===== src/hw/rtl/i2ckr_pkg.sv =====
// Shared types, register codes and reset values of the two-byte key reader.
package i2ckr_pkg;

   localparam int DELAY_WIDTH_DEF = 16;

   localparam int PHASE_TICKS_W = 16;
   localparam int ADDR_W        = 8;
   localparam int TIMEOUT_W     = 8;
   localparam int BYTE_W        = 8;
   localparam int BIT_CNT_W     = 3;
   localparam int KEY_W         = 16;
   localparam int CSR_DATA_W    = 16;
   localparam int CSR_INDEX_W   = 2;

   localparam logic [CSR_INDEX_W-1:0] CSR_PHASE_TICKS  = 2'd0;
   localparam logic [CSR_INDEX_W-1:0] CSR_READ_ADDRESS = 2'd1;
   localparam logic [CSR_INDEX_W-1:0] CSR_ACK_TIMEOUT  = 2'd2;

   localparam logic [PHASE_TICKS_W-1:0] PHASE_TICKS_RESET  = 16'd500;
   localparam logic [ADDR_W-1:0]        READ_ADDRESS_RESET = 8'd203;
   localparam logic [TIMEOUT_W-1:0]     ACK_TIMEOUT_RESET  = 8'd250;

   localparam logic [BIT_CNT_W-1:0] LAST_BIT = 3'd7;

   typedef enum logic [4:0] {
      PH_IDLE,
      PH_S0, PH_S1, PH_S2,
      PH_B0, PH_B1, PH_B2,
      PH_A0, PH_A1, PH_A2, PH_A3,
      PH_R0, PH_R1,
      PH_K0, PH_K1, PH_K2,
      PH_P0, PH_P1
   } phase_type;

   typedef struct packed {
      logic start_read;
      logic sda_in;
   } req_payload_type;

   typedef struct packed {
      logic             scl_out;
      logic             sda_release;
      logic             busy_res;
      logic             done_res;
      logic             failed;
      logic [KEY_W-1:0] key_value;
   } rsp_payload_type;

   typedef struct packed {
      logic [PHASE_TICKS_W-1:0] phase_ticks;
      logic [ADDR_W-1:0]        read_address;
      logic [TIMEOUT_W-1:0]     ack_timeout;
   } cfg_type;

   typedef struct packed {
      logic step;
      logic clear;
   } timer_ctl_type;

endpackage


===== src/hw/rtl/i2ckr_stream_if.sv =====
// Valid/ready channel that carries one word of a given payload type.
interface i2ckr_stream_if #(parameter type payload_type = logic);

   logic        valid;
   logic        ready;
   payload_type payload;

   modport source (output valid, output payload, input ready);
   modport sink   (input valid, input payload, output ready);

endinterface


===== src/hw/rtl/i2c_two_byte_key_reader.sv =====
// I2C master that reads a two-byte key word, stepped one bus tick per word.
//
// Each word on req_ch is one tick of bus timing and carries start_read and the
// sampled SDA level. For every accepted word exactly one word appears on rsp_ch
// with the SCL and SDA levels to drive for that tick, busy, a done pulse with
// its failure flag, and the last key read (second byte high, first byte low).
// A start_read while idle begins start, address byte, acknowledge poll, two
// read bytes (ACK then NACK) and stop; a missing acknowledge ends in a stop
// with failed set. Each timed bus phase lasts phase_ticks words.
// Registers are written through csr_wr_en, csr_index and csr_wr_data; the user
// must write them only while idle; the block does not enforce it. rsp_ch.valid
// rises in the cycle after acceptance; one word per cycle if rsp_ch is ready.
// When rsp_ch stalls, the held result stays put and req_ch.ready drops until
// it is taken. Reset returns the bus to idle with both lines released, clears
// the key word and loads the register reset values.
module i2c_two_byte_key_reader import i2ckr_pkg::*; #(
   parameter int DELAY_WIDTH = DELAY_WIDTH_DEF
) (
   input  logic                   clock,
   input  logic                   reset,
   i2ckr_stream_if.sink           req_ch,
   i2ckr_stream_if.source         rsp_ch,
   input  logic                   csr_wr_en,
   input  logic [CSR_INDEX_W-1:0] csr_index,
   input  logic [CSR_DATA_W-1:0]  csr_wr_data
);

   cfg_type         cfg_ff, cfg_in;
   rsp_payload_type result;
   req_payload_type req_word;
   logic            accept;

   assign req_word = req_ch.payload;

   always_comb begin
      cfg_in = cfg_ff;
      if (csr_wr_en) begin
         case (csr_index)
            CSR_PHASE_TICKS:  cfg_in.phase_ticks  = csr_wr_data[PHASE_TICKS_W-1:0];
            CSR_READ_ADDRESS: cfg_in.read_address = csr_wr_data[ADDR_W-1:0];
            CSR_ACK_TIMEOUT:  cfg_in.ack_timeout  = csr_wr_data[TIMEOUT_W-1:0];
            default:          cfg_in = cfg_ff;
         endcase
      end
   end

   always_ff @(posedge clock) begin
      if (reset) begin
         cfg_ff.phase_ticks  <= PHASE_TICKS_RESET;
         cfg_ff.read_address <= READ_ADDRESS_RESET;
         cfg_ff.ack_timeout  <= ACK_TIMEOUT_RESET;
      end else begin
         cfg_ff <= cfg_in;
      end
   end

   i2ckr_sequencer #(.DELAY_WIDTH(DELAY_WIDTH)) u_sequencer (
      .clock  (clock),
      .reset  (reset),
      .accept (accept),
      .req    (req_word),
      .cfg    (cfg_ff),
      .result (result)
   );

   i2ckr_rsp_stage u_rsp_stage (
      .clock  (clock),
      .reset  (reset),
      .req_ch (req_ch),
      .rsp_ch (rsp_ch),
      .result (result),
      .accept (accept)
   );

endmodule


===== src/hw/rtl/i2ckr_phase_timer.sv =====
// Tick counter that times each SCL/SDA phase of the bus sequence.
module i2ckr_phase_timer import i2ckr_pkg::*; #(
   parameter int DELAY_WIDTH = DELAY_WIDTH_DEF
) (
   input  logic                     clock,
   input  logic                     reset,
   input  timer_ctl_type            ctl,
   input  logic [PHASE_TICKS_W-1:0] phase_ticks,
   output logic                     over
);

   localparam int LEN_W = (DELAY_WIDTH < PHASE_TICKS_W) ? DELAY_WIDTH : PHASE_TICKS_W;

   logic [DELAY_WIDTH-1:0] tick_ff, tick_in;
   logic [LEN_W-1:0]       len_raw;
   logic [DELAY_WIDTH:0]   len, tick_next;

   // Only the low min(DELAY_WIDTH, PHASE_TICKS_W) bits of the register count; zero is held as one tick.
   assign len_raw   = phase_ticks[LEN_W-1:0];
   assign len       = (len_raw == '0) ? (DELAY_WIDTH+1)'(1) : (DELAY_WIDTH+1)'(len_raw);
   assign tick_next = {1'b0, tick_ff} + 1'b1;
   assign over      = (tick_next >= len);

   always_comb begin
      tick_in = tick_ff;
      if (ctl.clear) begin
         tick_in = '0;
      end else if (ctl.step) begin
         tick_in = over ? '0 : tick_next[DELAY_WIDTH-1:0];
      end
   end

   always_ff @(posedge clock) begin
      if (reset) begin
         tick_ff <= '0;
      end else begin
         tick_ff <= tick_in;
      end
   end

endmodule


===== src/hw/rtl/i2ckr_sequencer.sv =====
// Bus phase state machine with the address shifter and the read data path.
module i2ckr_sequencer import i2ckr_pkg::*; #(
   parameter int DELAY_WIDTH = DELAY_WIDTH_DEF
) (
   input  logic            clock,
   input  logic            reset,
   input  logic            accept,
   input  req_payload_type req,
   input  cfg_type         cfg,
   output rsp_payload_type result
);

   phase_type phase_ff, phase_in;

   logic [BIT_CNT_W-1:0] bit_ff, bit_in;
   logic                 byte_ff, byte_in;
   logic [BYTE_W-1:0]    shift_ff, shift_in;
   logic [BYTE_W-1:0]    first_ff, first_in;
   logic [TIMEOUT_W-1:0] wait_ff, wait_in;
   logic [KEY_W-1:0]     key_ff, key_in;
   logic                 fail_ff, fail_in;

   logic          scl_o, sda_o, done_o, fail_o, timed, clear, over;
   timer_ctl_type timer_ctl;

   assign timer_ctl.step  = timed && accept;
   assign timer_ctl.clear = clear && accept;

   i2ckr_phase_timer #(.DELAY_WIDTH(DELAY_WIDTH)) u_timer (
      .clock       (clock),
      .reset       (reset),
      .ctl         (timer_ctl),
      .phase_ticks (cfg.phase_ticks),
      .over        (over)
   );

   // Line levels of the phase held during this word.
   always_comb begin
      timed = 1'b1;
      case (phase_ff)
         PH_IDLE: begin scl_o = 1'b1; sda_o = 1'b1; timed = 1'b0; end
         PH_S0:   begin scl_o = 1'b1; sda_o = 1'b1; end
         PH_S1:   begin scl_o = 1'b1; sda_o = 1'b0; end
         PH_S2:   begin scl_o = 1'b0; sda_o = 1'b0; end
         PH_B0:   begin scl_o = 1'b0; sda_o = shift_ff[BYTE_W-1]; end
         PH_B1:   begin scl_o = 1'b1; sda_o = shift_ff[BYTE_W-1]; end
         PH_B2:   begin scl_o = 1'b0; sda_o = shift_ff[BYTE_W-1]; end
         PH_A0:   begin scl_o = 1'b0; sda_o = 1'b1; end
         PH_A1:   begin scl_o = 1'b1; sda_o = 1'b1; end
         PH_A2:   begin scl_o = 1'b1; sda_o = 1'b1; timed = 1'b0; end
         PH_A3:   begin scl_o = 1'b0; sda_o = 1'b1; end
         PH_R0:   begin scl_o = 1'b1; sda_o = 1'b1; end
         PH_R1:   begin scl_o = 1'b0; sda_o = 1'b1; end
         PH_K0:   begin scl_o = 1'b0; sda_o = byte_ff; end
         PH_K1:   begin scl_o = 1'b1; sda_o = byte_ff; end
         PH_K2:   begin scl_o = 1'b0; sda_o = byte_ff; end
         PH_P0:   begin scl_o = 1'b1; sda_o = 1'b0; end
         PH_P1:   begin scl_o = 1'b1; sda_o = 1'b1; end
         default: begin scl_o = 1'b1; sda_o = 1'b1; timed = 1'b0; end
      endcase
   end

   always_comb begin
      phase_in = phase_ff;
      case (phase_ff)
         PH_IDLE: if (req.start_read) phase_in = PH_S0;
         PH_S0:   if (over) phase_in = PH_S1;
         PH_S1:   if (over) phase_in = PH_S2;
         PH_S2:   if (over) phase_in = PH_B0;
         PH_B0:   if (over) phase_in = PH_B1;
         PH_B1:   if (over) phase_in = PH_B2;
         PH_B2:   if (over) phase_in = (bit_ff == LAST_BIT) ? PH_A0 : PH_B0;
         PH_A0:   if (over) phase_in = PH_A1;
         PH_A1:   if (over) phase_in = PH_A2;
         PH_A2: begin
            if (!req.sda_in) begin
               phase_in = PH_A3;
            end else if (wait_ff >= cfg.ack_timeout) begin
               phase_in = PH_P0;
            end
         end
         PH_A3:   if (over) phase_in = PH_R0;
         PH_R0:   if (over) phase_in = PH_R1;
         PH_R1:   if (over) phase_in = (bit_ff == LAST_BIT) ? PH_K0 : PH_R0;
         PH_K0:   if (over) phase_in = PH_K1;
         PH_K1:   if (over) phase_in = PH_K2;
         PH_K2:   if (over) phase_in = byte_ff ? PH_P0 : PH_R0;
         PH_P0:   if (over) phase_in = PH_P1;
         PH_P1:   if (over) phase_in = PH_IDLE;
         default: phase_in = PH_IDLE;
      endcase
   end

   // Shifter, counters and the key word.
   always_comb begin
      bit_in   = bit_ff;
      byte_in  = byte_ff;
      shift_in = shift_ff;
      first_in = first_ff;
      wait_in  = wait_ff;
      key_in   = key_ff;
      fail_in  = fail_ff;
      clear    = 1'b0;
      done_o   = 1'b0;
      fail_o   = 1'b0;
      case (phase_ff)
         PH_IDLE: begin
            if (req.start_read) begin
               shift_in = cfg.read_address;
               bit_in   = '0;
               byte_in  = 1'b0;
               fail_in  = 1'b0;
               wait_in  = '0;
               clear    = 1'b1;
            end
         end
         PH_B2: begin
            if (over) begin
               shift_in = {shift_ff[BYTE_W-2:0], 1'b0};
               bit_in   = (bit_ff == LAST_BIT) ? '0 : bit_ff + 1'b1;
            end
         end
         PH_A1: begin
            if (over) wait_in = '0;
         end
         PH_A2: begin
            if (!req.sda_in) begin
               clear = 1'b1;
            end else if (wait_ff >= cfg.ack_timeout) begin
               fail_in = 1'b1;
               clear   = 1'b1;
            end else begin
               wait_in = wait_ff + 1'b1;
            end
         end
         PH_A3: begin
            if (over) begin
               shift_in = '0;
               bit_in   = '0;
               byte_in  = 1'b0;
            end
         end
         PH_R0: begin
            // The bit is taken on the last tick of SCL high.
            if (over) shift_in = {shift_ff[BYTE_W-2:0], req.sda_in};
         end
         PH_R1: begin
            if (over) bit_in = (bit_ff == LAST_BIT) ? '0 : bit_ff + 1'b1;
         end
         PH_K2: begin
            if (over && !byte_ff) begin
               first_in = shift_ff;
               byte_in  = 1'b1;
               shift_in = '0;
            end
         end
         PH_P1: begin
            if (over) begin
               done_o = 1'b1;
               fail_o = fail_ff;
               if (!fail_ff) key_in = {shift_ff, first_ff};
            end
         end
         PH_S0, PH_S1, PH_S2, PH_B0, PH_B1, PH_A0, PH_K0, PH_K1, PH_P0: begin
            clear = 1'b0;
         end
         default: clear = 1'b1;
      endcase
   end

   assign result.scl_out     = scl_o;
   assign result.sda_release = sda_o;
   assign result.busy_res    = (phase_ff != PH_IDLE);
   assign result.done_res    = done_o;
   assign result.failed      = fail_o;
   assign result.key_value   = key_in;

   always_ff @(posedge clock) begin
      if (reset) begin
         phase_ff <= PH_IDLE;
         bit_ff   <= '0;
         byte_ff  <= 1'b0;
         shift_ff <= '0;
         first_ff <= '0;
         wait_ff  <= '0;
         key_ff   <= '0;
         fail_ff  <= 1'b0;
      end else if (accept) begin
         phase_ff <= phase_in;
         bit_ff   <= bit_in;
         byte_ff  <= byte_in;
         shift_ff <= shift_in;
         first_ff <= first_in;
         wait_ff  <= wait_in;
         key_ff   <= key_in;
         fail_ff  <= fail_in;
      end
   end

endmodule


===== src/hw/rtl/i2ckr_rsp_stage.sv =====
// Result register and the handshake that couples the two channels.
module i2ckr_rsp_stage import i2ckr_pkg::*; (
   input  logic                  clock,
   input  logic                  reset,
   i2ckr_stream_if.sink          req_ch,
   i2ckr_stream_if.source        rsp_ch,
   input  rsp_payload_type       result,
   output logic                  accept
);

   logic            valid_ff, valid_in;
   rsp_payload_type data_ff;

   // A new word enters when no result is held or the held one leaves in the same cycle.
   assign req_ch.ready   = !valid_ff || rsp_ch.ready;
   assign accept         = req_ch.valid && req_ch.ready;
   assign valid_in       = accept || (valid_ff && !rsp_ch.ready);
   assign rsp_ch.valid   = valid_ff;
   assign rsp_ch.payload = data_ff;

   always_ff @(posedge clock) begin
      if (reset) begin
         valid_ff <= 1'b0;
      end else begin
         valid_ff <= valid_in;
      end
   end

   always_ff @(posedge clock) begin
      if (accept) begin
         data_ff <= result;
      end
   end

endmodule

===== src/flat_wrapper.sv =====
// flat-port wrapper written by rule: the top's interface ports become plain ports
module i2c_two_byte_key_reader_flat import i2ckr_pkg::*;
#(
   parameter int DELAY_WIDTH = DELAY_WIDTH_DEF
)
  (clock, reset, csr_wr_en, csr_index, csr_wr_data, req_ch_valid, req_ch_payload, req_ch_ready, rsp_ch_valid, rsp_ch_payload, rsp_ch_ready);
  i2ckr_stream_if req_ch_i ();
  i2ckr_stream_if rsp_ch_i ();
  input  logic clock;
  input  logic reset;
  input  logic csr_wr_en;
  input  logic [CSR_INDEX_W-1:0] csr_index;
  input  logic [CSR_DATA_W-1:0] csr_wr_data;
  input wire logic [$bits(req_ch_i.valid)-1:0] req_ch_valid;
  input wire logic [$bits(req_ch_i.payload)-1:0] req_ch_payload;
  output wire logic [$bits(req_ch_i.ready)-1:0] req_ch_ready;
  output wire logic [$bits(rsp_ch_i.valid)-1:0] rsp_ch_valid;
  output wire logic [$bits(rsp_ch_i.payload)-1:0] rsp_ch_payload;
  input wire logic [$bits(rsp_ch_i.ready)-1:0] rsp_ch_ready;
  assign req_ch_i.valid = req_ch_valid;
  assign req_ch_i.payload = req_ch_payload;
  assign req_ch_ready = req_ch_i.ready;
  assign rsp_ch_valid = rsp_ch_i.valid;
  assign rsp_ch_payload = rsp_ch_i.payload;
  assign rsp_ch_i.ready = rsp_ch_ready;
  i2c_two_byte_key_reader #(.DELAY_WIDTH(DELAY_WIDTH)) u_core (.clock(clock), .reset(reset), .req_ch(req_ch_i), .rsp_ch(rsp_ch_i), .csr_wr_en(csr_wr_en), .csr_index(csr_index), .csr_wr_data(csr_wr_data));
endmodule

===== config.mk =====
export PLATFORM = sky130hd
export DESIGN_NAME = i2c_two_byte_key_reader_flat
export DESIGN_NICKNAME = d
export VERILOG_FILES = /design/src/hw/rtl/i2ckr_pkg.sv /design/src/hw/rtl/i2ckr_stream_if.sv /design/src/hw/rtl/i2c_two_byte_key_reader.sv /design/src/hw/rtl/i2ckr_phase_timer.sv /design/src/hw/rtl/i2ckr_sequencer.sv /design/src/hw/rtl/i2ckr_rsp_stage.sv /design/src/flat_wrapper.sv
export SDC_FILE = /design/constraint.sdc
export NUM_CORES = 1
export LEC_CHECK = 0
export BUFFER_PORTS_ARGS = -buffer_cell sky130_fd_sc_hd__buf_2
export CORE_AREA = 2 2 106 108
export DETAILED_ROUTE_END_ITERATION = 10
export DIE_AREA = 0 0 108 110
export SLEW_MARGIN = 40
export SYNTH_ARGS = -nofsm -noshare
export SYNTH_HDL_FRONTEND = slang
export SYNTH_SLANG_ARGS = --single-unit

===== constraint.sdc =====
create_clock -name clock -period 4.4 [get_ports clock]
set_clock_uncertainty 0.2 [all_clocks]
set_input_delay 0.88 -clock clock [delete_from_list [all_inputs] [get_ports clock]]
set_output_delay 0.88 -clock clock [all_outputs]
set_load 0.02 [all_outputs]

== Word level (Yosys, flattened, before mapping) ==
Index checks and enable logic that the tools add are counted.

* Register bits: 92
* Input port bits: 24
* Word-level logic and storage cells: 135

* Reduce and logical (&&, ||, !) cells: 30
* Equal/unequal tests: 40
* Multiplexer cells: 46
* Bitwise operators: 1
* Magnitude comparators: 2
* $add $sub $neg: 3

{| class="wikitable"
|+ Operators by type and width
! cell !! count
|-
| $mux 5 || 19
|-
| $pmux 5 s18 || 1
|-
| $mux 16 || 5
|-
| $mux 8 || 6
|-
| $eq 5x4->1 const B || 8
|-
| $ne 2x2->1 const B || 19
|-
| $pmux 8 s4 || 1
|-
| $eq 5x3->1 const B || 4
|-
| $reduce_and 19->1 || 1
|-
| $add 16x1->17 const B || 1
|-
| $ge 17x17->1 || 1
|-
| $reduce_or 17->1 || 1
|-
| $logic_not 16->1 || 1
|-
| $pmux 8 s2 || 1
|-
| $reduce_or 16->1 || 1
|-
| $mux 3 || 4
|-
| $reduce_and 4->1 || 3
|-
| $eq 5x2->1 const B || 2
|-
| $eq 5x5->1 const B || 2
|-
| $add 8x1->8 const B || 1
|-
| $ge 8x8->1 || 1
|-
| $pmux 3 s2 || 1
|-
| $reduce_and 6->1 || 1
|-
| $reduce_bool 2->1 || 3
|-
| 20 further kinds || 34
|}

== Logic depth before layout (Yosys ltp) ==
Gate-level depths: netlist (run 1).

* Depth in word-level cells: 6
* Gate-level depth with buffers: 14

== Modules after synthesis ==
Synthesis (run 1) repeated with hierarchy kept, for this count alone.

* Cell total of the unflattened synthesis: 708
* Area, all modules: 6244.7 µm²

{| class="wikitable"
|+ By module, submodules not included
! module !! seq. area each (µm²) !! cells an instance !! area an instance (µm²) !! times used
|-
| i2ckr_sequencer || 1001.0 || 385 || 3343.2 || 1
|-
| i2ckr_phase_timer || 320.3 || 185 || 1472.7 || 1
|-
| i2c_two_byte_key_reader || 640.6 || 132 || 1343.8 || 1
|-
| i2ckr_rsp_stage || 50.0 || 6 || 85.1 || 1
|}

== Least setup slack after synthesis (run 1) ==
OpenSTA, ideal clock, no wires.

* Path kind: register to register
* Start: register u_core.u_sequencer.u_timer.tick_ff[6]
* End: register u_core.u_sequencer.first_ff[0]
* Arrival time: 3.191 ns
* Setup slack: 0.890 ns
* Cell stages (with the launch flop): 13
* Path buffers: 1
* Cells stage by stage: dfxtp_1 -> nand4_1 -> or3b_1 -> clkbuf_1 -> or2_1 -> xnor2_1 -> ha_1 -> nand3_1 -> nor4_2 -> o41a_1 -> nor3_2 -> or4_1 -> mux2i_1

* Longest elaborated chain between the ends: 4

{| class="wikitable"
|+ RTL lines
! what !! line !! RTL
|-
| start, declared || i2ckr_phase_timer.sv:14 || <nowiki>logic [DELAY_WIDTH-1:0] tick_ff, tick_in;</nowiki>
|-
| start signal, assigned || i2ckr_phase_timer.sv:37 || <nowiki>tick_ff <= tick_in;</nowiki>
|-
| $add 16x1->17 || i2ckr_phase_timer.sv:21 || <nowiki>assign tick_next = {1'b0, tick_ff} + 1'b1;</nowiki>
|-
| $ge 17x17->1 || i2ckr_phase_timer.sv:22 || <nowiki>assign over = (tick_next >= len);</nowiki>
|-
| $logic_and 1x1->1 || i2ckr_sequencer.sv:151 || <nowiki>if (over && !byte_ff) begin</nowiki>
|-
| $reduce_and 3->1 (no source line) || -- ||
|-
| end signal, assigned || i2ckr_sequencer.sv:193 || <nowiki>first_ff <= first_in;</nowiki>
|-
| end, declared || i2ckr_sequencer.sv:18 || <nowiki>logic [BYTE_W-1:0] first_ff, first_in;</nowiki>
|}

Every way passes these cells.
A chain may end at the register's enable or synchronous reset.

== Worst setup path in the final report (run 1) ==
* Start: register u_core.u_sequencer.u_timer.tick_ff[5]
* End: register u_core.u_sequencer.first_ff[0]

Same word-level chain as after synthesis.

==> results of run 1 <==
## cells by family after synthesis
logic type	share of synthesized area
simple gates	0.250
xor+xnor	0.0349
compound gates	0.229
fa+ha+maj	0.0874
flops	0.317
buf+inv	0.0583
mux	0.0231
## critical path: cells and delay by family, from the launching register on
kind,cells,cell delay [ns]
multiplexers,1,0.14
flip-flops,1,0.45
XOR/XNOR,1,0.15
adder cells (fa/ha/maj),1,0.30
AND/OR/NAND/NOR,7,2.27
AO/OA/AOI/OAI,1,0.36
## power breakdown
part	switching, uW	total, uW	internal, uW
clock	237	531	294
combinational	64.9	104	39.5
sequential	9.84	594	584
total	312	1230	917
## final timing paths
path | from | end
setup reg to reg | u_core.u_sequencer.u_timer.tick_ff[5] | u_core.u_sequencer.first_ff[0]
hold reg to reg | u_core.cfg_ff[2] | u_core.cfg_ff[2]
setup / recovery | u_core.u_sequencer.u_timer.tick_ff[5] | u_core.u_sequencer.first_ff[0]
hold / removal | u_core.cfg_ff[2] | u_core.cfg_ff[2]
## cells in the mapped netlist, drive strengths merged (2+ instances only)
master / count / share of area
dfxtp: 62 / 0.31
nand2: 55 / 0.052
a21oi: 46 / 0.058
nor2: 34 / 0.032
inv: 32 / 0.030
ha: 28 / 0.087
clkbuf: 22 / 0.021
nand3: 18 / 0.022
o21ai: 15 / 0.019
a211o: 14 / 0.031
nand2b: 11 / 0.018
nor3: 11 / 0.016
and3: 10 / 0.017
xnor2: 10 / 0.022
nand4: 9 / 0.014
nor2b: 9 / 0.014
or3: 9 / 0.014
a41o: 8 / 0.020
nor4: 8 / 0.014
mux2i: 7 / 0.017
a211oi: 6 / 0.012
a21o: 6 / 0.011
xor2: 6 / 0.013
buf: 5 / 0.0078
o41ai: 4 / 0.0087
or4: 4 / 0.0075
a2bb2oi: 3 / 0.0066
a31oi: 3 / 0.0062
nand3b: 3 / 0.0056
or2: 3 / 0.0047
or3b: 3 / 0.0066
a2111o: 2 / 0.0056
a311oi: 2 / 0.0044
a31o: 2 / 0.0066
mux2: 2 / 0.0056
o211ai: 2 / 0.0037
o21a: 2 / 0.0037
o31ai: 2 / 0.0037
## stage by stage
step                hold slack (ns)  instances
CTS                           0.264        658
global route                  0.305        658
finish                        0.264        658
global placement              0.247        642
floorplan                     0.231        497
detailed placement            0.253        642
## routing by layer
layer / GRT usage / wire (um) / part of all wire
met1: 0.226 / 4610 / 0.46
met2: 0.288 / 4720 / 0.47
met3: 0.0406 / 532 / 0.053
met4: 0.0769 / 218 / 0.022
met5: 0 / 0 / 0
## layout make-up
cell class / instances / area, um2 / share of cell area
repair buffers: 32 / 178 / 0.0398
inverters: 32 / 120 / 0.0269
clock inverters: 5 / 55.1 / 0.0123
clock buffers: 11 / 153 / 0.0342
flip-flops and latches: 63 / 1270 / 0.285
well taps: 140 / 175 / 0.0393
multi-input cells: 375 / 2510 / 0.563
## flip-flops by register name, summed over array words and instances, names as in the netlist
| name | cells |
|---|---|
| u_core.u_sequencer.phase_ff | 5 |
| u_core.u_sequencer.fail_ff | 1 |
| u_core.u_sequencer.shift_ff | 1 |
| u_core.u_sequencer.bit_ff | 3 |
| u_core.u_sequencer.key_ff | 1 |
| u_core.u_rsp_stage.rsp_ch.payload | 1 |
| u_core.u_sequencer.wait_ff | 8 |
| u_core.u_sequencer.first_ff | 1 |
| u_core.u_sequencer.byte_ff | 1 |
| u_core.cfg_ff | 24 |
| u_core.u_sequencer.u_timer.tick_ff | 16 |
| u_core.u_rsp_stage.rsp_ch.valid | 1 |
==> metrics.md, run 1 <==
| Metric | Value |
|---|---|
| Status | `finished, final reports clean` |
| Antenna viol nets, final | `0` |
| Detailed Routing Iterations Pass 1 | `5` |
| Slew @ Worst Pin | `0.748 ns` |
| Largest net degree at the start of global routing | `54` |
| Ys flop type | `dfxtp_1` |
| Unrepaired setup endpoints after global routing | `false` |
| Signal arrival time at the worst endpoint | `4.03 ns` |
| CTS Buffer Depth | `2` |
| First-pass GRT wire length | `16600 um` |
| Die Ht | `~110 um` |
| Max Cap Violations | `0` |
| CP Launch Type | `flop` |
| Clock sink count | `between 60 and 70` |
| Setup TNS | `0 ns` |
| Post-cts gate resize count | `0` |
| Power Dens Cells | `275 nW/um2` |
| Leakage power | `0.00177 uW` |
| Util after Layout | `0.417` |
| R2R Setup Slk | `approximately 0.42 ns` |
| Site Rows | `38` |
| Die Width | `around 110 um` |
| Final hold vios | `0` |
| Gr ovfl total | `0` |
| Layout cells sized above 1 | `0.127` |
| Filler Cell Count | `1119` |
| Die ar. | `11900 um2` |
| Critical path type | `flop to flop` |
| Post-synth EDFFs | `1` |
| Slew Limit Fails | `0` |
| Ys async rst share | `0` |
| Total wire length | `10100 um` |
| Synth-to-Final Area Change | `11.3%` |
| Critical-path top delay cell | `or4_1` |
| Iter 0 DRT Violations | `193` |
| Post-DP Area | `4250 um2` |
| R2R depth | `11` |
| Setup crit end kind | `flop` |
| DP HPWL | `7370 um` |
| Initial antenna violation count | `0` |
| Cells after Synth | `497` |
| Ports | `27` |
| Tot GR Track Use | `0.177` |
| Min Tclk post-route | `3.98 ns` |
| Setup Buffers After CTS | `0` |
| # setup viols final | `0` |
| Slew headroom | `0.500` |
| Hold buffers post-CTS | `0` |
| CTS tree | `built` |
| Max FO, Critical Path | `8` |
| Sequential cell area fraction in the yosys report | `0.317` |
| Vias in the first global route | `3510` |
| Setup slack after layout | `around 0.42 ns` |
| Final period util | `0.905` |
| Nets@finish | `between 500 and 600` |
| Synth Warn # | `0` |
| Most frequent cells in the layout | `62 x dfxtp_1, 54 x nand2_1, 45 x a21oi_1` |
| Via count | `between 3000 and 4000` |
| ANT cells | `0` |
| Upper clock frequency limit | `251 MHz` |
| Netlist cell types | `70` |
| # DRC | `0` |
| Vias per cell | `approximately 5.7` |
| #FFs+latches synth | `63` |
| Core area | `10700 um2` |
| Worst endpoint required time | `4.45 ns` |
| Htree depth | `3` |
| TritonCTS Buffers | `9` |
| Hold crit path type | `flop to flop` |
| Total power | `approximately 1200 uW` |
| Clk_lat worst skew | `between 0.3 and 0.4 ns` |
| Slowest stage delay, CP | `0.56 ns` |
| Synth Area per Inst | `8.07 um2` |
| Net Count, Synth | `549` |
| Routed length per instance | `approximately 15 um` |
| CTS clk-pin slew, worst paths | `0.07 ns` |
| Starting density of the core | `0.375` |
| Commonest non-fill, non-tap cell in the layout | `dfxtp_1` |
| Worst vdd ir | `0.000133 V` |
| Place WS | `roughly 0.42 ns` |
| CTS root buffer | `clkbuf_8` |
| Design area | `4460 um2` |
| Syn Std Cell Area | `~4000 um2` |
| Final GP Congestion | `0.860` |
| PortBufs | `26` |
| Worst Hold Path Cells | `2` |
| Critical Path, Cell by Cell | `nand4_1 -> or3b_1 -> or2_1 -> xnor2_1 -> ha_1 -> nand3_1 -> nor4_2 -> o41a_1 -> nor3_2 -> or4_1 -> mux2i_1` |
No activity file was read; power rests on OpenSTA's default activity.
==> run 2, diff against run 1 <==
- CELL_PAD_IN_SITES_DETAIL_PLACEMENT: default -> 2
- CELL_PAD_IN_SITES_GLOBAL_PLACEMENT: default -> 2
- CORE_AREA: 2 2 106 108 -> 2 2 108 110
- DIE_AREA: 0 0 108 110 -> 0 0 110 112
- PLACE_DENSITY_LB_ADDON: default -> 0.1
==> run 2 against run 1 <==
  * Via count rose by 1.9%
  * Worst setup slack got worse by 0.094 ns
  * Clock power rose by 41%
  * Wire length rose by 30%
  * Power rose by 18%
  * Hold slack improved by 0.0074 ns
  * Non-clock buffer count rose by 4
  * Critical endpoint is now u_core.u_sequencer.phase_ff[0]
  * Global-route usage rose by 5.1 points
  * Count of clock-buffer cells in the layout rose by 1
  * Sequential share of layout area fell by 0.93 points
  * Flip-flop and latch count did not move
==> metrics.md, run 2 (same netlist as run 1, synthesis figures left out) <==
| Metric | Value |
|---|---|
| Clock sink count | `63 (unchanged)` |
| Status | `finished, final reports clean (unchanged)` |
| Htree depth | `3 (unchanged)` |
| # setup viols final | `0 (unchanged)` |
| Switching Fraction | `0.250 (was 0.254)` |
| Antenna viol nets, final | `0 (unchanged)` |
| Unrepaired setup endpoints after global routing | `false (unchanged)` |
| Worst setup startpoint | `u_core.u_sequencer.u_timer.tick_ff[5] (unchanged)` |
| Critical path type | `flop to flop (unchanged)` |
| Post-Place Cells | `647 (was 642)` |
| Min Tclk post-route | `4.08 ns (was 3.98 ns)` |
| CTS Buffer Depth | `2 (unchanged)` |
| Largest Register | `u_core.cfg_ff (unchanged)` |
| CTS tree | `built (unchanged)` |
| PortBufs | `26 (unchanged)` |
| Setup crit end kind | `flop (unchanged)` |
| Hold crit path type | `flop to flop (unchanged)` |
| Worst reg2reg startpoint | `u_core.u_sequencer.u_timer.tick_ff[5] (unchanged)` |
| Upper clock frequency limit | `245 MHz (was 251 MHz)` |
| CP Launch Type | `flop (unchanged)` |
| Largest net degree at the start of global routing | `54 (unchanged)` |
| Clk_lat worst skew | `0.35 ns (was 0.36 ns)` |
| Tot GR Track Use | `0.228 (was 0.177)` |
| TritonCTS Buffers | `9 (unchanged)` |
| Util after Layout | `0.413 (was 0.417)` |
| Most frequent cells in the layout | `62 x dfxtp_1, 54 x nand2_1, 45 x a21oi_1 (unchanged)` |
| First-pass GRT wire length | `21600 um (was 16600 um)` |
| Die Width | `110 um (was 108 um)` |
| Via count | `3796 (was 3725)` |
| Signal arrival time at the worst endpoint | `4.12 ns (was 4.03 ns)` |
| Power Dens Cells | `315 nW/um2 (was 275 nW/um2)` |
| Max Cap Violations | `0 (unchanged)` |
| Nets@finish | `569 (was 565)` |
| Hold buffers post-CTS | `0 (unchanged)` |
| Critical-path top delay cell | `or3b_4 (was or4_1)` |
| Worst Hold Path Cells | `2 (unchanged)` |
| R2R Setup Slk | `0.32 ns (was 0.42 ns)` |
| Die Ht | `112 um (was 110 um)` |
| Comb pwr share | `0.077 (was 0.085)` |
| Filler Cell Count | `1285 (was 1119)` |
| Worst endpoint required time | `4.44 ns (was 4.45 ns)` |
| Final hold slack | `0.271 ns (was 0.264 ns)` |
| # DRC | `0 (unchanged)` |
| Detailed Routing Iterations Pass 1 | `4 (was 5)` |
| R2R depth | `11 (unchanged)` |
| Total wire length | `13100 um (was 10100 um)` |
| Setup TNS | `0 ns (unchanged)` |
| Setup crit end | `u_core.u_sequencer.phase_ff[0] (was u_core.u_sequencer.first_ff[0])` |
| Ports | `27 (unchanged)` |
| Pint | `1090 uW (was 917 uW)` |
| Final GP Congestion | `0.808 (was 0.860)` |
| Critical Path, Cell by Cell | `nand4_1 -> or3b_4 -> or2_1 -> xnor2_1 -> ha_1 -> nand3_1 -> nor4_4 -> o41a_1 -> or4_1 -> nand2_1 -> o41ai_1 (was nand4_1 -> or3b_1 -> or2_1 -> xnor2_1 -> ha_1 -> nand3_1 -> nor4_2 -> o41a_1 -> nor3_2 -> or4_1 -> mux2i_1)` |
| Leakage power | `0.00187 uW (was 0.00177 uW)` |
| Clock share of power | `0.514 (was 0.432)` |
| Die ar. | `12300 um2 (was 11900 um2)` |
| Layout cells sized above 1 | `0.136 (was 0.127)` |
| Max reg flops | `24 (unchanged)` |
| Final period util | `0.927 (was 0.905)` |
| Sw power | `364 uW (was 312 uW)` |
| Starting density of the core | `0.359 (was 0.375)` |
| Slowest stage delay, CP | `0.50 ns (was 0.56 ns)` |
| Slew Limit Fails | `0 (unchanged)` |
| Gr ovfl total | `0 (unchanged)` |
| Vias per cell | `5.72 (was 5.66)` |
| Worst vdd ir | `0.000173 V (was 0.000133 V)` |
| DP HPWL | `9530 um (was 7370 um)` |
| Initial antenna violation count | `0 (unchanged)` |
| Vias in the first global route | `4074 (was 3510)` |
| Commonest non-fill, non-tap cell in the layout | `dfxtp_1 (unchanged)` |
| CTS clk-pin slew, worst paths | `0.06 ns (was 0.07 ns)` |
| Iter 0 DRT Violations | `115 (was 193)` |
| Finished Layout Cells | `664 (was 658)` |
| R2R Path End | `u_core.u_sequencer.phase_ff[0] (was u_core.u_sequencer.first_ff[0])` |
| Final hold vios | `0 (unchanged)` |
| Site Rows | `39 (was 38)` |
| Flop pwr share | `0.409 (was 0.483)` |
| Largest registers | `u_core.cfg_ff (24), u_core.u_sequencer.u_timer.tick_ff (16), u_core.u_sequencer.wait_ff (8) (unchanged)` |
| Routed length per instance | `19.8 um (was 15.3 um)` |
| Synth-to-Final Area Change | `15.0% (was 11.3%)` |
| Core area | `11200 um2 (was 10700 um2)` |
| Slew headroom | `0.473 (was 0.500)` |
| Slew @ Worst Pin | `0.789 ns (was 0.748 ns)` |
| CTS root buffer | `clkbuf_16 (was clkbuf_8)` |
| Max FO, Critical Path | `7 (was 8)` |
| ANT cells | `0 (unchanged)` |
## run 2: worst min-delay path by stage
stage	startpoint	end	slack, ns
2_1_floorplan	u_core.u_sequencer.fail_ff	u_core.u_sequencer.fail_ff	0.23
3_3_place_gp	u_core.cfg_ff[2]	u_core.cfg_ff[2]	0.25
3_5_place_dp	u_core.cfg_ff[2]	u_core.cfg_ff[2]	0.26
4_1_cts	u_core.cfg_ff[2]	u_core.cfg_ff[2]	0.28
5_1_grt	u_core.cfg_ff[2]	u_core.cfg_ff[2]	0.29
6_report	u_core.cfg_ff[2]	u_core.cfg_ff[2]	0.27
## run 2: what timing repair did
item	CTS	global route
setup buffers	0	2
endpoints found under the hold margin	0	0
resized for setup	0	3
endpoints found under the setup margin	0	3
## run 2: worst max-delay path, delay by kind of cell (launching register included)
kind / cells / cell delay, ns
fa+ha+maj: 1 / 0.30
compound gates: 2 / 0.72
simple gates: 7 / 2.17
flops: 1 / 0.45
xor+xnor: 1 / 0.14
## run 2: layout make-up
class                           instances  area (um2)  share of cell area
Clock buffer                           12         256              0.0556
Clock inverter                          3        42.5             0.00922
Inverter                               32         120              0.0260
Multi-Input combinational cell        375        2530               0.550
Sequential cell                        63        1270               0.276
Tap cell                              143         179              0.0388
Timing Repair Buffer                   36         208              0.0450
## run 2: metal layers
metal | part of all wire | vias up | global-route usage
li1 | - | 1855 | -
met4 | 0.016 | 0 | 0.0827
met2 | 0.50 | 26 | 0.389
met1 | 0.46 | 1900 | 0.290
met3 | 0.016 | 15 | 0.0281
met5 | 0 | - | 0
## run 2: metrics by stage
| step | area [um2] | setup slack, ns | power (uW) |
|---|---|---|---|
| 2_1_floorplan | 4010 | 0.890 | 674 |
| 3_3_place_gp | 4270 | 0.483 | 712 |
| 3_5_place_dp | 4280 | 0.314 | 718 |
| 4_1_cts | 4580 | 0.297 | 1470 |
| 5_1_grt | 4610 | 0.0425 | 1510 |
| 6_report | 4610 | 0.323 | 1450 |
## run 2: power groups by stage
stage,clock network [uW],registers (uW),logic [uW]
3_3_place_gp,0,606,105
5_1_grt,784,596,127
2_1_floorplan,0,603,70.6
6_report,747,595,112
4_1_cts,762,595,112
3_5_place_dp,0,607,110
==> run 3, diff against run 2 <==
- ABC_AREA: default -> 1
- CORE_AREA: 2 2 108 110 -> 2 2 140 87
- DIE_AREA: 0 0 110 112 -> 0 0 142 89
==> run 3 against run 2 <==
  * Critical path depth increased by 7
  * Wire length decreased by 0.75%
  * Area after synthesis decreased by 2.4%
  * Via count increased by 2.5%
  * First-iteration DRC count increased by 26%
  * Flip-flop and latch count unchanged
  * Sequential share of layout area increased by 0.98 points
  * Design area decreased by 3.4%
  * Hold slack improved by 0.00056 ns
==> metrics.md, run 3 <==
| Metric | Value |
|---|---|
| Status | `finished, final reports clean (unchanged)` |
| Synth top area cells | `dfxtp_1 32%, nand2_1 10%, ha_1 8.9% (was dfxtp_1 31%, ha_1 8.7%, a21oi_1 5.6%)` |
| Unrepaired setup endpoints after global routing | `false (unchanged)` |
| Ys flop type | `dfxtp_1 (unchanged)` |
| Slew headroom | `0.574 (was 0.473)` |
| Synth-to-Final Area Change | `13.7% (was 15.0%)` |
| HP Start | `u_core.u_sequencer.bit_ff[2] (was u_core.cfg_ff[2])` |
| Setup Buffers After CTS | `0 (unchanged)` |
| Total power | `1380 uW (was 1450 uW)` |
| Hold buffers post-CTS | `0 (unchanged)` |
| Most used cell, CP | `nand3_1` |
| Gr ovfl total | `0 (unchanged)` |
| Critical Path, Cell by Cell | `ha_1 -> nand3_1 -> nor2_4 -> inv_1 -> nor2_1 -> nand3_1 -> o21ai_0 -> inv_1 -> ha_1 -> nand2_1 -> o21ai_0 -> nand3_1 -> nor2_1 -> nor2_4 -> nand2_4 -> nand3_1 -> o21ai_0 -> inv_1 (was nand4_1 -> or3b_4 -> or2_1 -> xnor2_1 -> ha_1 -> nand3_1 -> nor4_4 -> o41a_1 -> or4_1 -> nand2_1 -> o41ai_1)` |
| Final GP Congestion | `0.872 (was 0.808)` |
| Routed length per instance | `17.7 um (was 19.8 um)` |
| Filler Cell Count | `1347 (was 1285)` |
| Commonest cells post-synth | `105 x nand2_1, 70 x inv_1, 63 x nor2_1 (was 62 x dfxtp_1, 54 x nand2_1, 45 x a21oi_1)` |
| Total wire length | `13000 um (was 13100 um)` |
| CTS clk-pin slew, worst paths | `0.05 ns (was 0.06 ns)` |
| Yosys top cell by area | `dfxtp_1 (unchanged)` |
| Setup crit end kind | `flop (unchanged)` |
| Clk_lat worst skew | `0.33 ns (was 0.35 ns)` |
| DP HPWL | `10200 um (was 9530 um)` |
| Initial antenna violation count | `0 (unchanged)` |
| Die Ht | `89 um (was 112 um)` |
| Util after Layout | `0.397 (was 0.413)` |
| Post-cts gate resize count | `0 (unchanged)` |
| Vias per cell | `5.30 (was 5.72)` |
| Setup slack after layout | `0.662 ns (was 0.323 ns)` |
| CTS Buffer Depth | `2 (unchanged)` |
| Max reg flops | `24 (unchanged)` |
| Nets@finish | `637 (was 569)` |
| Ports | `27 (unchanged)` |
| Tot GR Track Use | `0.217 (was 0.228)` |
| Min Tclk post-route | `3.74 ns (was 4.08 ns)` |
| Via count | `3890 (was 3796)` |
| Top cell type's share of synthesized area | `0.317 (was 0.310)` |
| R2R Setup Slk | `0.66 ns (was 0.32 ns)` |
| Commonest non-fill, non-tap cell in the layout | `nand2_1 (was dfxtp_1)` |
| Leakage power | `0.00201 uW (was 0.00187 uW)` |
| Final hold slack | `0.272 ns (was 0.271 ns)` |
| Min-Delay Endpoint | `u_core.u_sequencer.bit_ff[2] (was u_core.cfg_ff[2])` |
| Cells after Synth | `558 (was 497)` |
| Vias in the first global route | `4144 (was 4074)` |
| Largest Register | `u_core.cfg_ff (unchanged)` |
| Iter 0 DRT Violations | `145 (was 115)` |
| Starting density of the core | `0.349 (was 0.359)` |
| Critical-path top delay cell | `dfxtp_1 (was or3b_4)` |
| WP buf/inv | `3 (was 0)` |
| Largest registers | `u_core.cfg_ff (24), u_core.u_sequencer.u_timer.tick_ff (16), u_core.u_sequencer.wait_ff (8) (unchanged)` |
| Clock sink count | `63 (unchanged)` |
| Worst Hold Path Cells | `2 (unchanged)` |
| CTS tree | `built (unchanged)` |
| R2R Path End | `u_core.u_rsp_stage.rsp_ch.payload (was u_core.u_sequencer.phase_ff[0])` |
| Worst endpoint required time | `4.27 ns (was 4.44 ns)` |
| Signal arrival time at the worst endpoint | `3.61 ns (was 4.12 ns)` |
| Top-count cell post-synth | `nand2_1 (was dfxtp_1)` |
| # setup viols final | `0 (unchanged)` |
| Site Rows | `30 (was 39)` |
| Worst reg2reg startpoint | `u_core.u_sequencer.u_timer.tick_ff[0] (was u_core.u_sequencer.u_timer.tick_ff[5])` |
| Post-synth EDFFs | `1 (unchanged)` |
| CP top delay family | `simple AND/OR/NAND/NOR gates (unchanged)` |
| Slowest stage delay, CP | `0.41 ns (was 0.50 ns)` |
| Max Cap Violations | `0 (unchanged)` |
| Netlist cell types | `35 (was 70)` |
| Synth Warn # | `0 (unchanged)` |
| Htree depth | `3 (unchanged)` |
| Final period util | `0.850 (was 0.927)` |
| Upper clock frequency limit | `268 MHz (was 245 MHz)` |
| Power Dens Cells | `311 nW/um2 (was 315 nW/um2)` |
| Core area | `11200 um2 (about the same)` |
| Slew Limit Fails | `0 (unchanged)` |
| CP Launch Type | `flop (unchanged)` |
| Sequential cell area fraction in the yosys report | `0.325 (was 0.317)` |
| R2R depth | `18 (was 11)` |
| Max FO, Critical Path | `5 (was 7)` |
| Layout cells sized above 1 | `0.136 (about the same)` |
| PortBufs | `26 (unchanged)` |
| Place WS | `0.738 ns (was 0.314 ns)` |
| Most frequent cells in the layout | `105 x nand2_1, 70 x inv_1, 63 x nor2_1 (was 62 x dfxtp_1, 54 x nand2_1, 45 x a21oi_1)` |
| Hold crit path type | `flop to flop (unchanged)` |
| First-pass GRT wire length | `21300 um (was 21600 um)` |
| Worst vdd ir | `0.000177 V (was 0.000173 V)` |
| Critical path type | `flop to flop (unchanged)` |
| ANT cells | `0 (unchanged)` |
| #FFs+latches synth | `63 (unchanged)` |
| Die ar. | `12600 um2 (was 12300 um2)` |
| # DRC | `0 (unchanged)` |
| Largest net degree at the start of global routing | `40 (was 54)` |
| Die Width | `142 um (was 110 um)` |
| CTS root buffer | `clkbuf_16 (unchanged)` |
| Setup TNS | `0 ns (unchanged)` |
| TritonCTS Buffers | `9 (unchanged)` |
| Slew @ Worst Pin | `0.638 ns (was 0.789 ns)` |
| Net Count, Synth | `610 (was 549)` |
| Synth Area per Inst | `7.02 um2 (was 8.07 um2)` |
| Ys async rst share | `0 (unchanged)` |
| Syn Std Cell Area | `3920 um2 (was 4010 um2)` |
| Final hold vios | `0 (unchanged)` |
| Antenna viol nets, final | `0 (unchanged)` |
| Detailed Routing Iterations Pass 1 | `5 (was 4)` |
[run 3: worst max-delay path by stage]
stage | from | to | slack (ns) | cells past startpoint
2_1_floorplan | u_core.u_sequencer.u_timer.tick_ff[0] | u_core.u_sequencer.wait_ff[1] | 1.30 | 20
3_3_place_gp | u_core.u_sequencer.u_timer.tick_ff[0] | u_core.u_rsp_stage.rsp_ch.payload | 0.92 | 18
3_5_place_dp | u_core.u_sequencer.u_timer.tick_ff[0] | u_core.u_rsp_stage.rsp_ch.payload | 0.74 | 18
4_1_cts | u_core.u_sequencer.u_timer.tick_ff[0] | u_core.u_rsp_stage.rsp_ch.payload | 0.68 | 18
5_1_grt | u_core.u_sequencer.u_timer.tick_ff[0] | u_core.u_rsp_stage.rsp_ch.payload | 0.27 | 18
6_report | u_core.u_sequencer.u_timer.tick_ff[0] | u_core.u_rsp_stage.rsp_ch.payload | 0.66 | 18
[run 3: power by group]
| group | total [uW] | leakage, uW | internal, uW | switching, uW |
|---|---|---|---|---|
| combinational | 84.3 | 0.00135 | 28.5 | 55.8 |
| sequential | 592 | 0.000513 | 586 | 6.97 |
| clock | 708 | 0.000138 | 440 | 268 |
[run 3: stage by stage]
step	instances	cell area [um2]
floorplan	558	3920
global placement	718	4170
detailed placement	718	4170
CTS	734	4450
global route	734	4450
finish	734	4450
[run 3: kinds of logic (layout without fill, tap and decap cells)]
group	after synthesis	in the layout	share of synthesized area
buffers and inverters	91	123	0.0940
adder cells (fa/ha/maj)	28	28	0.0895
AO/OA/AOI/OAI	108	108	0.159
AND/OR/NAND/NOR	255	255	0.303
flip-flops	63	63	0.325
XOR/XNOR	13	13	0.0291
[run 3: area by class of cell]
type                       count  area [um2]  area share
sequential                    63        1270       0.285
tap                          144         180      0.0405
clock inverter                 3        43.8     0.00983
inverter                      79         297      0.0666
clock buffer                  13         240      0.0539
timing repair buffer          28         145      0.0326
multi-input combinational    404        2280       0.511
[run 3: metal layers]
metal / vias up / global-route usage / wire, um
met1: 1932 / 0.303 / 6780
li1: 1896 / - / -
met2: 54 / 0.349 / 5730
met3: 8 / 0.0487 / 442
met5: - / 0 / 0
met4: 0 / 0.0400 / 74
[run 3: worst min-delay path, cell delays in order (launching register included)]
cell and delay, ns:
dfxtp_1 0.31, nand2_1 0.07, a21oi_1 0.05
